**src/rtl/rct_pkg.sv**
```systemverilog
// Shared types and constants of the route connection table.
// Used by every module of the block; depends on nothing.
package rct_pkg;

    localparam int SLOTS           = 64;
    localparam int SLOT_W          = $clog2(SLOTS);
    localparam int CNT_W           = $clog2(SLOTS + 1);
    localparam int CHAIN_COUNT     = 16;
    localparam int NODES_PER_CHAIN = 16;
    localparam int MAX_OUT         = 64;
    localparam int QDEPTH          = 2;

    typedef enum logic [2:0] {
        ST_ADDED    = 3'd0,
        ST_UPDATED  = 3'd1,
        ST_INVALID  = 3'd2,
        ST_FULL     = 3'd3,
        ST_REMOVED  = 3'd4,
        ST_IGNORED  = 3'd5,
        ST_LISTED   = 3'd6,
        ST_EMPTY    = 3'd7
    } t_status;

    typedef enum logic [1:0] {
        K_ADD      = 2'd0,
        K_REMOVE   = 2'd1,
        K_LIST_SRC = 2'd2,
        K_LIST_DST = 2'd3
    } t_kind;

    typedef enum logic [2:0] {
        OP_ADD,
        OP_ADD_BAD,
        OP_REMOVE,
        OP_LIST_SRC,
        OP_LIST_DST,
        OP_LIST_NONE
    } t_op;

    typedef enum logic [1:0] {
        S_IDLE,
        S_SCAN,
        S_DONE
    } t_state;

    typedef struct packed {
        logic [3:0]         sc;
        logic [3:0]         sn;
        logic [3:0]         dc;
        logic [3:0]         dn;
        logic signed [15:0] w;
        logic [7:0]         ty;
    } t_entry;

    typedef struct packed {
        t_op         op;
        t_entry      ent;
        logic [5:0]  idx;
        logic [3:0]  qc;
        logic [6:0]  lim;
    } t_cmd;

    typedef struct packed {
        logic        vld;
        t_status     status;
        logic [5:0]  slot;
        t_entry      ent;
        logic [6:0]  active;
        logic        last;
    } t_result;

endpackage

```
**src/rtl/rct_front.sv**
```systemverilog
// Command front end: checks endpoints, saturates the list limit and
// classifies each accepted beat into an operation. Depends on rct_pkg.
module rct_front (
    input  logic               i_start,
    input  logic               i_full,
    input  logic [1:0]         i_kind,
    input  logic [3:0]         i_src_chain,
    input  logic [3:0]         i_src_node,
    input  logic [3:0]         i_dst_chain,
    input  logic [3:0]         i_dst_node,
    input  logic signed [15:0] i_route_weight,
    input  logic [7:0]         i_type_id,
    input  logic               i_endpoints_ok,
    input  logic [5:0]         i_route_index,
    input  logic [3:0]         i_query_chain,
    input  logic [6:0]         i_list_limit,
    output logic               o_push,
    output rct_pkg::t_cmd      o_cmd
);

    logic       ep_ok;
    logic [6:0] lim;

    assign ep_ok = i_endpoints_ok
        && ({1'b0, i_src_chain} < 5'(rct_pkg::CHAIN_COUNT))
        && ({1'b0, i_dst_chain} < 5'(rct_pkg::CHAIN_COUNT))
        && ({1'b0, i_src_node}  < 5'(rct_pkg::NODES_PER_CHAIN))
        && ({1'b0, i_dst_node}  < 5'(rct_pkg::NODES_PER_CHAIN));

    assign lim = (i_list_limit > 7'(rct_pkg::MAX_OUT)) ? 7'(rct_pkg::MAX_OUT) : i_list_limit;

    assign o_push = i_start & ~i_full;

    always_comb begin
        o_cmd        = '0;
        o_cmd.ent.sc = i_src_chain;
        o_cmd.ent.sn = i_src_node;
        o_cmd.ent.dc = i_dst_chain;
        o_cmd.ent.dn = i_dst_node;
        o_cmd.ent.w  = i_route_weight;
        o_cmd.ent.ty = i_type_id;
        o_cmd.idx    = i_route_index;
        o_cmd.qc     = i_query_chain;
        o_cmd.lim    = lim;
        unique case (rct_pkg::t_kind'(i_kind))
            rct_pkg::K_ADD: begin
                o_cmd.op = ep_ok ? rct_pkg::OP_ADD : rct_pkg::OP_ADD_BAD;
            end
            rct_pkg::K_REMOVE: begin
                o_cmd.op = rct_pkg::OP_REMOVE;
            end
            rct_pkg::K_LIST_SRC: begin
                o_cmd.op = (lim == '0) ? rct_pkg::OP_LIST_NONE : rct_pkg::OP_LIST_SRC;
            end
            default: begin
                o_cmd.op = (lim == '0) ? rct_pkg::OP_LIST_NONE : rct_pkg::OP_LIST_DST;
            end
        endcase
    end

endmodule

```
**src/rtl/rct_queue.sv**
```systemverilog
// Short command queue between front end and table engine.
// Depends on rct_pkg.
module rct_queue (
    input  logic          i_clk,
    input  logic          i_rst_n,
    input  logic          i_push,
    input  rct_pkg::t_cmd i_data,
    input  logic          i_pop,
    output logic          o_full,
    output logic          o_vld,
    output rct_pkg::t_cmd o_data
);

    localparam int PW = $clog2(rct_pkg::QDEPTH);
    localparam int CW = $clog2(rct_pkg::QDEPTH + 1);

    rct_pkg::t_cmd r_mem [rct_pkg::QDEPTH];
    logic [PW-1:0] r_wp, r_rp;
    logic [CW-1:0] r_cnt;

    assign o_full = (r_cnt == CW'(rct_pkg::QDEPTH));
    assign o_vld  = (r_cnt != '0);
    assign o_data = r_mem[r_rp];

    always_ff @(posedge i_clk) begin
        if (i_push) begin
            r_mem[r_wp] <= i_data;
        end
    end

    always_ff @(posedge i_clk) begin
        if (!i_rst_n) begin
            r_wp  <= '0;
            r_rp  <= '0;
            r_cnt <= '0;
        end else begin
            if (i_push) begin
                r_wp <= (r_wp == PW'(rct_pkg::QDEPTH - 1)) ? '0 : r_wp + 1'b1;
            end
            if (i_pop) begin
                r_rp <= (r_rp == PW'(rct_pkg::QDEPTH - 1)) ? '0 : r_rp + 1'b1;
            end
            r_cnt <= r_cnt + CW'(i_push) - CW'(i_pop);
        end
    end

endmodule

```
**src/rtl/rct_back.sv**
```systemverilog
// Table engine: slot store, valid bits, active count and the slot scan
// that serves add and list operations. Depends on rct_pkg.
module rct_back (
    input  logic             i_clk,
    input  logic             i_rst_n,
    input  logic             i_cmd_vld,
    input  rct_pkg::t_cmd    i_cmd,
    output logic             o_pop,
    output rct_pkg::t_result o_res
);

    localparam int SW = rct_pkg::SLOT_W;
    localparam int CW = rct_pkg::CNT_W;

    rct_pkg::t_state  r_state, n_state;
    rct_pkg::t_entry  r_mem [rct_pkg::SLOTS];
    rct_pkg::t_entry  r_rd_ent;
    logic [rct_pkg::SLOTS-1:0] r_valid;
    logic [CW-1:0]    r_addr;
    logic             r_rd_go;
    logic [SW-1:0]    r_rd_idx;
    logic [CW-1:0]    r_active, n_active;
    logic             r_dup_hit, r_free_hit, r_held_vld;
    logic [SW-1:0]    r_dup_idx, r_free_idx, r_held_idx;
    logic [7:0]       r_dup_ty;
    rct_pkg::t_entry  r_held_ent;
    logic [6:0]       r_nlist;
    rct_pkg::t_result r_out, n_out;

    logic             is_list, add_match, list_match, scan_end;
    logic             mem_we, set_en, clr_en;
    logic [SW-1:0]    mem_wa, vld_idx;
    rct_pkg::t_entry  mem_wd;
    logic [3:0]       key;

    assign is_list  = (i_cmd.op == rct_pkg::OP_LIST_SRC) || (i_cmd.op == rct_pkg::OP_LIST_DST);
    assign key      = (i_cmd.op == rct_pkg::OP_LIST_SRC) ? r_rd_ent.sc : r_rd_ent.dc;
    assign add_match = r_rd_go && r_valid[r_rd_idx]
        && (r_rd_ent.sc == i_cmd.ent.sc) && (r_rd_ent.sn == i_cmd.ent.sn)
        && (r_rd_ent.dc == i_cmd.ent.dc) && (r_rd_ent.dn == i_cmd.ent.dn);
    assign list_match = r_rd_go && is_list && r_valid[r_rd_idx]
        && (key == i_cmd.qc) && (r_nlist < i_cmd.lim);
    assign scan_end = (r_addr == CW'(rct_pkg::SLOTS)) && !r_rd_go;

    always_comb begin
        n_state = r_state;
        unique case (r_state)
            rct_pkg::S_IDLE: begin
                if (i_cmd_vld) begin
                    n_state = (is_list || (i_cmd.op == rct_pkg::OP_ADD))
                        ? rct_pkg::S_SCAN : rct_pkg::S_DONE;
                end
            end
            rct_pkg::S_SCAN: begin
                if (scan_end) begin
                    n_state = rct_pkg::S_DONE;
                end
            end
            default: begin
                n_state = rct_pkg::S_IDLE;
            end
        endcase
    end

    always_comb begin
        n_out    = '0;
        n_active = r_active;
        mem_we   = 1'b0;
        mem_wa   = '0;
        mem_wd   = i_cmd.ent;
        set_en   = 1'b0;
        clr_en   = 1'b0;
        vld_idx  = '0;
        o_pop    = 1'b0;
        if (r_state == rct_pkg::S_SCAN && list_match && r_held_vld) begin
            n_out.vld    = 1'b1;
            n_out.status = rct_pkg::ST_LISTED;
            n_out.slot   = 6'(r_held_idx);
            n_out.ent    = r_held_ent;
        end
        if (r_state == rct_pkg::S_DONE) begin
            o_pop      = 1'b1;
            n_out.vld  = 1'b1;
            n_out.last = 1'b1;
            unique case (i_cmd.op)
                rct_pkg::OP_ADD_BAD: begin
                    n_out.status = rct_pkg::ST_INVALID;
                end
                rct_pkg::OP_ADD: begin
                    if (r_dup_hit) begin
                        mem_we       = 1'b1;
                        mem_wa       = r_dup_idx;
                        mem_wd.ty    = r_dup_ty;
                        n_out.status = rct_pkg::ST_UPDATED;
                        n_out.slot   = 6'(r_dup_idx);
                    end else if (r_free_hit) begin
                        mem_we       = 1'b1;
                        mem_wa       = r_free_idx;
                        set_en       = 1'b1;
                        vld_idx      = r_free_idx;
                        n_active     = r_active + 1'b1;
                        n_out.status = rct_pkg::ST_ADDED;
                        n_out.slot   = 6'(r_free_idx);
                    end else begin
                        n_out.status = rct_pkg::ST_FULL;
                    end
                end
                rct_pkg::OP_REMOVE: begin
                    n_out.slot = i_cmd.idx;
                    if ({1'b0, i_cmd.idx} < 7'(rct_pkg::SLOTS) && r_valid[SW'(i_cmd.idx)]) begin
                        clr_en       = 1'b1;
                        vld_idx      = SW'(i_cmd.idx);
                        n_active     = r_active - 1'b1;
                        n_out.status = rct_pkg::ST_REMOVED;
                    end else begin
                        n_out.status = rct_pkg::ST_IGNORED;
                    end
                end
                rct_pkg::OP_LIST_SRC, rct_pkg::OP_LIST_DST: begin
                    if (r_held_vld) begin
                        n_out.status = rct_pkg::ST_LISTED;
                        n_out.slot   = 6'(r_held_idx);
                        n_out.ent    = r_held_ent;
                    end else begin
                        n_out.status = rct_pkg::ST_EMPTY;
                    end
                end
                default: begin
                    n_out.status = rct_pkg::ST_EMPTY;
                end
            endcase
        end
        n_out.active = n_active;
    end

    always_ff @(posedge i_clk) begin
        r_rd_ent <= r_mem[r_addr[SW-1:0]];
        r_rd_idx <= r_addr[SW-1:0];
        if (mem_we) begin
            r_mem[mem_wa] <= mem_wd;
        end
        if (list_match) begin
            r_held_idx <= r_rd_idx;
            r_held_ent <= r_rd_ent;
        end
        if (add_match && !r_dup_hit) begin
            r_dup_idx <= r_rd_idx;
            r_dup_ty  <= r_rd_ent.ty;
        end
        if (r_rd_go && !r_valid[r_rd_idx] && !r_free_hit) begin
            r_free_idx <= r_rd_idx;
        end
    end

    always_ff @(posedge i_clk) begin
        if (!i_rst_n) begin
            r_state    <= rct_pkg::S_IDLE;
            r_valid    <= '0;
            r_active   <= '0;
            r_addr     <= '0;
            r_rd_go    <= 1'b0;
            r_dup_hit  <= 1'b0;
            r_free_hit <= 1'b0;
            r_held_vld <= 1'b0;
            r_nlist    <= '0;
            r_out      <= '0;
        end else begin
            r_state  <= n_state;
            r_active <= n_active;
            r_out    <= n_out;
            r_rd_go  <= (r_state == rct_pkg::S_SCAN) && (r_addr < CW'(rct_pkg::SLOTS));
            if (set_en) begin
                r_valid[vld_idx] <= 1'b1;
            end
            if (clr_en) begin
                r_valid[vld_idx] <= 1'b0;
            end
            if (r_state == rct_pkg::S_IDLE) begin
                r_addr     <= '0;
                r_dup_hit  <= 1'b0;
                r_free_hit <= 1'b0;
                r_held_vld <= 1'b0;
                r_nlist    <= '0;
            end else begin
                if (r_addr < CW'(rct_pkg::SLOTS)) begin
                    r_addr <= r_addr + 1'b1;
                end
                if (add_match) begin
                    r_dup_hit <= 1'b1;
                end
                if (r_rd_go && !r_valid[r_rd_idx]) begin
                    r_free_hit <= 1'b1;
                end
                if (list_match) begin
                    r_held_vld <= 1'b1;
                    r_nlist    <= r_nlist + 1'b1;
                end
            end
        end
    end

    assign o_res = r_out;

endmodule

```
**src/rtl/route_connection_table_top.sv**
```systemverilog
// Top level of the route connection table.
// Depends on rct_pkg, rct_front, rct_queue and rct_back.
//
// Usage: drive a command beat with start high; it is taken on a rising
// edge where start is high and busy is low. busy rises when the two-entry
// command queue is full. Results appear one per cycle on the o_ ports,
// marked by o_valid for exactly one cycle; o_last marks the final result
// of a command. The receiver cannot hold results off.
// Flow: a taken command is stored in the queue and reaches its head once
// the commands ahead of it are done. Invalid adds, removes and zero-limit
// lists go from the head straight to the done state and their result is
// registered from it; the engine takes the next command in the cycle that
// result appears. Adds and lists scan all 64 slots through the slot
// memory's single registered read port, one slot per cycle, and give their
// final result after the scan; the engine takes no new command until then.
// List results stream out during the scan, the final one after it.
// Reset: synchronous, active low; all slots read as free and the active
// count is zero at once, with no clearing pass.
module route_connection_table_top (
    input  logic               i_clk,
    input  logic               i_rst_n,
    input  logic               start,
    input  logic [1:0]         i_kind,
    input  logic [3:0]         i_src_chain,
    input  logic [3:0]         i_src_node,
    input  logic [3:0]         i_dst_chain,
    input  logic [3:0]         i_dst_node,
    input  logic signed [15:0] i_route_weight,
    input  logic [7:0]         i_type_id,
    input  logic               i_endpoints_ok,
    input  logic [5:0]         i_route_index,
    input  logic [3:0]         i_query_chain,
    input  logic [6:0]         i_list_limit,
    output logic               busy,
    output logic               o_valid,
    output logic [2:0]         o_status,
    output logic [5:0]         o_slot,
    output logic [3:0]         o_out_src_chain,
    output logic [3:0]         o_out_src_node,
    output logic [3:0]         o_out_dst_chain,
    output logic [3:0]         o_out_dst_node,
    output logic signed [15:0] o_out_weight,
    output logic [7:0]         o_out_type_id,
    output logic [6:0]         o_active_routes,
    output logic               o_last
);

    logic             push, pop, full, q_vld;
    rct_pkg::t_cmd    f_cmd, q_cmd;
    rct_pkg::t_result res;

    rct_front u_front (
        .i_start        (start),
        .i_full         (full),
        .i_kind         (i_kind),
        .i_src_chain    (i_src_chain),
        .i_src_node     (i_src_node),
        .i_dst_chain    (i_dst_chain),
        .i_dst_node     (i_dst_node),
        .i_route_weight (i_route_weight),
        .i_type_id      (i_type_id),
        .i_endpoints_ok (i_endpoints_ok),
        .i_route_index  (i_route_index),
        .i_query_chain  (i_query_chain),
        .i_list_limit   (i_list_limit),
        .o_push         (push),
        .o_cmd          (f_cmd)
    );

    rct_queue u_queue (
        .i_clk   (i_clk),
        .i_rst_n (i_rst_n),
        .i_push  (push),
        .i_data  (f_cmd),
        .i_pop   (pop),
        .o_full  (full),
        .o_vld   (q_vld),
        .o_data  (q_cmd)
    );

    rct_back u_back (
        .i_clk     (i_clk),
        .i_rst_n   (i_rst_n),
        .i_cmd_vld (q_vld),
        .i_cmd     (q_cmd),
        .o_pop     (pop),
        .o_res     (res)
    );

    assign busy            = full;
    assign o_valid         = res.vld;
    assign o_status        = res.status;
    assign o_slot          = res.slot;
    assign o_out_src_chain = res.ent.sc;
    assign o_out_src_node  = res.ent.sn;
    assign o_out_dst_chain = res.ent.dc;
    assign o_out_dst_node  = res.ent.dn;
    assign o_out_weight    = res.ent.w;
    assign o_out_type_id   = res.ent.ty;
    assign o_active_routes = res.active;
    assign o_last          = res.last;

endmodule

```
**config.mk**
```make
export PLATFORM = sky130hd
export DESIGN_NAME = route_connection_table_top
export DESIGN_NICKNAME = d
export VERILOG_FILES = /design/src/rtl/rct_pkg.sv /design/src/rtl/rct_front.sv /design/src/rtl/rct_queue.sv /design/src/rtl/rct_back.sv /design/src/rtl/route_connection_table_top.sv
export SDC_FILE = /design/constraint.sdc
export NUM_CORES = 2
export LEC_CHECK = 0
export BUFFER_PORTS_ARGS = -buffer_cell sky130_fd_sc_hd__buf_2
export CORE_ASPECT_RATIO = 1.25
export CORE_MARGIN = 5
export CORE_UTILIZATION = 63
export CTS_CLUSTER_DIAMETER = 100
export CTS_CLUSTER_SIZE = 40
export DETAILED_ROUTE_END_ITERATION = 16
export GPL_TIMING_DRIVEN = 1
export MAX_ROUTING_LAYER = met4
export PLACE_DENSITY = 0.81
export SYNTH_ARGS = -nofsm -noshare
export SYNTH_HDL_FRONTEND = slang
export SYNTH_HIERARCHICAL = 1
export SYNTH_SLANG_ARGS = --single-unit
export TNS_END_PERCENT = 1
```
**constraint.sdc**
```tcl
create_clock -name i_clk -period 5.1 [get_ports i_clk]
set_input_delay 0.51 -clock i_clk [delete_from_list [all_inputs] [get_ports i_clk]]
set_output_delay 0.51 -clock i_clk [all_outputs]
set_load 0.03 [all_outputs]
```
---- After elaboration in Yosys (flattened, before gate mapping) ----
Memory sizes are Yosys's and may differ from the RTL's. A register that Yosys moved wholly into a read port is not among the register bits.
Cells that the tools add are included.
storage, ports and cells
  bits in registers ....................... 218
  bits in writable memories ............... 2680
  input bits .............................. 63
  output and inout port bits .............. 59
  logic and storage cells ................. 173
  memories ................................ 2
cells by class
  add/subtract/negate cells ............... 8
  order comparisons ....................... 7
  equality and inequality tests ........... 20
  mux-type cells .......................... 64
  bitwise operators ....................... 6
  reduce and logical (&&, ||, !) cells .... 33
memories
  name           depth  width  read ports  clocked after memory_dff  write ports  RTL line         source
  u_back.r_mem   64     40     1           1                         1            rct_back.sv:16   rct_pkg::t_entry r_mem [rct_pkg::SLOTS];
  u_queue.r_mem  2      60     1           1                         1            rct_queue.sv:17  rct_pkg::t_cmd r_mem [rct_pkg::QDEPTH];
operator list
  operator                                                                      number
  64-bit 2-to-1 mux                                                             3
  50-bit 2-to-1 mux                                                             2
  64-bit AND                                                                    1
  64-bit NOT                                                                    1
  64-bit OR                                                                     1
  6-bit 2-to-1 mux                                                              8
  46-bit 2-to-1 mux                                                             1
  40-bit 2-to-1 mux                                                             1
  8-bit 2-to-1 mux                                                              4
  7-bit 2-to-1 mux                                                              4
  1-bit 2-to-1 mux                                                              26
  7-bit by 1-bit adder with 7-bit output, second input constant                 3
  6-bit by 7-bit less-than comparator with 1-bit output, second input constant  3
  4-bit equality test                                                           5
  6-bit one-hot mux with 3 select lines                                         1
  1-bit logical AND                                                             17
  7-bit one-hot mux with 2 select lines                                         1
  1-bit binary-select mux with 6-bit select                                     2
  3-bit one-hot mux with 4 select lines                                         1
  6-bit one-hot mux with 2 select lines                                         1
  3-bit one-hot mux with 3 select lines                                         1
  2-bit 2-to-1 mux                                                              4
  7-bit equality test, second input constant                                    1
  7-bit greater-than comparator, second input constant                          1
  29 further kinds                                                              45

---- Logic depth before layout (Yosys ltp) ----
  depth after elaboration ................. 14
  mapped depth ............................ 17
  mapped depth without buffers ............ 13

---- By module ----
The synthesis kept the hierarchy.
by module, submodules not included
  module     times used  cells each  area each (um2)  seq. area each (um2)
  rct_back   1           4733        107717.1         82619.2
  rct_queue  1           208         4863.4           3703.6
  rct_front  1           66          505.5            0.0

---- Worst setup path before layout ----
OpenSTA, ideal clock, no wires.
  kind .................................... reg2reg
  start ................................... reg (tool-made name)
  end ..................................... reg u_back/r_held_ent[0] in the netlist's numbering, enable pin
  library setup time ...................... 450 ps
  arrival time ............................ 4022 ps
  data required time ...................... 4650 ps
  setup slack ............................. 628 ps
  stages on the path, launching flop included .. 11
  cells stage by stage .................... dfxtp_1 > buf_6 > buf_12 > mux2_4 > clkbuf_1 > nand3b_1 > mux2i_1 > xnor2_1 > nor3_1 > nand4b_1 > nor2_1
RTL lines
  element               RTL line         source
  to (signal assigned)  rct_back.sv:144  r_held_ent <= r_rd_ent;
  to (decl)             rct_back.sv:26   rct_pkg::t_entry r_held_ent;

==> results.py <==
metrics = {
    "clock_network": {
        "htree_levels": 3,
        "ctsResizeCount": 0,
        "clk-insertion-delay-late_ns": 0.80,
        "clk_path_buf_depth": 3,
        "clockRootBuffer": "clkbuf_16",
        "path_clk_slew_ns": 0.14,
        "clock-sinks": 2939,
        "numCtsBuffers": 84,
        "cts_tree": "yes",
    },
    "timing": {
        "drv_slew": 0,
        "period_share": 0.8759,
        "hold_viol_final": 0,
        "fin_skew_ns": 0.05360,
        "max_freq_mhz": 223.9,
        "fin_crit_ns": 4.467,
        "slew-limit-headroom": 0.1631,
        "rsz0062_at_grt": "no",
        "fin_tns_setup_ns": 0,
        "finalSetupViolCount": 0,
        "tightest_slew_ns": 1.255,
    },
    "routing": {
        "ant_nets": 0,
        "drc_errors": 0,
        "dr.first_iter.drc_count": 9454,
        "wl_mm": 294.1,
        "avgViaCountPerCell": 7.356,
        "wl_per_cell_um": 38.85,
        "drt_pre_antenna_iters": 7,
        "dr_total_vias": 55690,
    },
    "floorplan": {
        "floorplan.rows": 173,
        "chipHeight_um": 483.7,
        "initial_core_util": 0.6348,
        "num_io_pins": 122,
        "coreArea_mm2": 0.1781,
        "die-area_mm2": 0.1881,
        "die_x_um": 388.9,
    },
    "pwr": {
        "power_frac_seq": 0.610,
        "p_clk_frac": 0.209,
        "p_sw_frac": 0.2543,
        "comb_power_share": 0.182,
        "power_switching_mw": 12.02,
        "p_int_mw": 35.24,
        "power.density_mw_per_mm2": 391.9,
        "p_leak_nw": 36.16,
        "vdd_drop_max_mv": 0.4460,
    },
    "placed_design": {
        "dpl.hpwl_mm": 169.2,
        "port_buffers": 121,
        "place.gp.congestion": 0.9199,
        "dpl-instance-area_mm2": 0.1176,
    },
    "worst_hold_path": {
        "worstHoldPathType": "in -> reg",
    },
    "cells_and_area": {
        "final_cell_mix": "edfxtp_1 (2746), mux4_2 (821), dfxtp_1 (185)",
        "area_growth_pct": 6.652,
        "n_fill_cell": 10200,
        "drive_above_1_share": 0.2768,
        "design_area_mm2": 0.1206,
        "final_common_cell": "edfxtp_1",
        "fin_nets": 5215,
    },
    "yosys": {
        "syn-cell-area_mm2": 0.1131,
        "synthArstFlopShare": 0,
        "ys.flop_type": "edfxtp_1",
        "ys_seq_area_frac": 0.7633,
        "syn_nets": 5087,
        "synth_edf_count": 2746,
        "syn_inst": 5007,
        "syn_avg_cell_area_um2": 22.59,
        "yosys_warnings": 6,
        "ys_types": 88,
        "ys_ff_latch": 2939,
    },
    "critical_path": {
        "arrival_ns": 4.95,
        "path_common_cell": "nand2_1",
        "cp-start-kind": "register",
        "cp_max_fo": 13,
        "crit_buf_inv": 1,
        "crit_path_end_kind": "register",
        "slowest_delay_ns": 0.81,
        "critPathKind": "reg -> reg",
        "critPathTopFamily": "simple AND/OR/NAND/NOR gates",
        "crit_chain": "mux2_4, or3_1, nor2_1, nand2_1, nor3_1, nand2_1, nor2_4, buf_4",
        "cp_data_required_time_ns": 5.58,
        "slowest_stage": "nor2_4",
    },
    "grt": {
        "grt_max_degree": 130,
        "grt_pass1_vias": 55610,
        "antenna_found_initial": 9,
        "grt_pass1_wl_mm": 416.5,
        "grt_overflow_total": 0,
        "grt_use_total": 0.3230,
    },
    "status": {
        "status": "complete, no violations",
    },
    "job": {
        "max-cap-violations": 0,
    },
}
==> state kept, by name, indices dropped and copies added (netlist names), 2 cells and up, named ones only <==
signal             flops
u_back/r_free_idx      6
u_back/r_nlist         7
u_queue/r_cnt          2
u_back/r_held_idx      6
u_back/o_res          58
u_back/r_state         2
u_back/r_rd_idx        6
u_back/r_mem        2560
u_back/r_valid        64
u_back/r_held_ent     40
u_back/r_dup_ty        8
u_back/r_addr          7
u_back/r_dup_idx       6
u_back/r_rd_ent       40
u_queue/r_mem        120
==> routing by layer <==
| metal | vias to the layer above | share of wire | GRT usage |
|---|---|---|---|
| met5 | - | 0 | - |
| li1 | 21140 | - | - |
| met1 | 28830 | 0.32 | 0.4148 |
| met2 | 4797 | 0.49 | 0.5044 |
| met3 | 922 | 0.13 | 0.06790 |
| met4 | 0 | 0.063 | 0.1534 |
==> area by class of cell <==
class,count,area (um^2),share of cell area
flip-flops and latches,2939,86350,0.7159
repair buffers,362,3151,0.02612
clock inverters,11,135.1,0.001120
well taps,2362,2955,0.02450
multi-input cells,1710,25520,0.2116
inverters,38,143.9,0.001193
clock buffers,135,2318,0.01922
diodes,13,32.53,0.0002697
==> final timing paths <==
path,start,end,slack [ns],cells after the start
min reg2reg,u_back/r_rd_ent[20]$_DFF_P_,u_back/r_held_ent[20]$_DFFE_PP_,0.42,0
max,register,u_back/r_mem[27][36]$_DFFE_PP_,0.63,8
max reg2reg,register,u_back/r_mem[27][36]$_DFFE_PP_,0.63,8
min,i_list_limit[0],u_queue/r_mem[0][0]$_DFFE_PP_,0.07,2
==> power groups by stage <==
stage          sequential (mW)  combinational [mW]  clock [mW]
3_3_place_gp              29.3                8.17           0
5_1_grt                   28.8                9.14        10.9
6_report                  28.8                8.58        9.86
4_1_cts                   28.8                8.62        9.92
3_5_place_dp              29.3                8.50           0
2_1_floorplan             29.1                6.03           0
==> cell families after synthesis <==
group,synth area share
XOR/XNOR,0.002678
flip-flops,0.7633
multiplexers,0.1780
AND/OR/NAND/NOR,0.01980
adder cells (fa/ha/maj),0.001947
buffers and inverters,0.01539
AO/OA/AOI/OAI,0.01886
==> cells in the mapped netlist (11+ instances only) <==
cell type | count | area share
edfxtp_1 | 2746 | 0.73
mux4_2 | 821 | 0.16
dfxtp_1 | 193 | 0.034
clkbuf_1 | 158 | 0.0052
nor2_1 | 119 | 0.0039
nand2_1 | 101 | 0.0034
mux2_4 | 60 | 0.0080
mux2i_1 | 60 | 0.0053
buf_4 | 55 | 0.0037
buf_2 | 47 | 0.0021
buf_1 | 46 | 0.0015
and3_1 | 44 | 0.0024
nor2b_1 | 44 | 0.0024
nor3_1 | 44 | 0.0019
inv_1 | 35 | 0.0012
o221a_2 | 28 | 0.0028
xnor2_1 | 27 | 0.0021
a31oi_1 | 25 | 0.0014
a211oi_1 | 23 | 0.0015
o221a_1 | 21 | 0.0021
a21oi_1 | 19 | 0.00084
o21ai_0 | 19 | 0.00084
ha_1 | 16 | 0.0018
nand3_1 | 15 | 0.00066
o211a_1 | 14 | 0.0012
and2_1 | 13 | 0.00072
o22ai_1 | 13 | 0.00072
a21o_1 | 12 | 0.00080
mux2_2 | 12 | 0.0012
o221ai_1 | 11 | 0.00085
o31ai_1 | 11 | 0.00073
==> worst register-to-register path, delay by kind of cell (launching register included) <==
| kind | cells | cell delay, ns |
|---|---|---|
| AND/OR/NAND/NOR | 6 | 2.94 |
| flip-flops | 1 | 0.44 |
| buffers and inverters | 1 | 0.41 |
| multiplexers | 1 | 0.38 |
==> per-stage QoR <==
step | util | total power [mW] | hold WS [ns] | std cells | worst slack, ns
after CTS | 0.6768 | 47.34 | 0.009654 | 7557 | 0.8074
after global routing | 0.6770 | 48.88 | 0.05452 | 7565 | 0.6249
after detailed placement | 0.6600 | 37.85 | 0.3944 | 7357 | 0.8716
after global placement | 0.6600 | 37.49 | 0.3926 | 7357 | 0.9706
after floorplan | - | 35.14 | 0.3290 | 5007 | 0.6278
final | 0.6770 | 47.26 | 0.06698 | 7570 | 0.6331
==> timing repair <==
action / CTS / global route
buffers inserted: 0 / 0
hold buffers: 54 / 0
endpoints found under the hold margin: 107 / 0
Note: power is estimated with default switching activity, not from simulation.
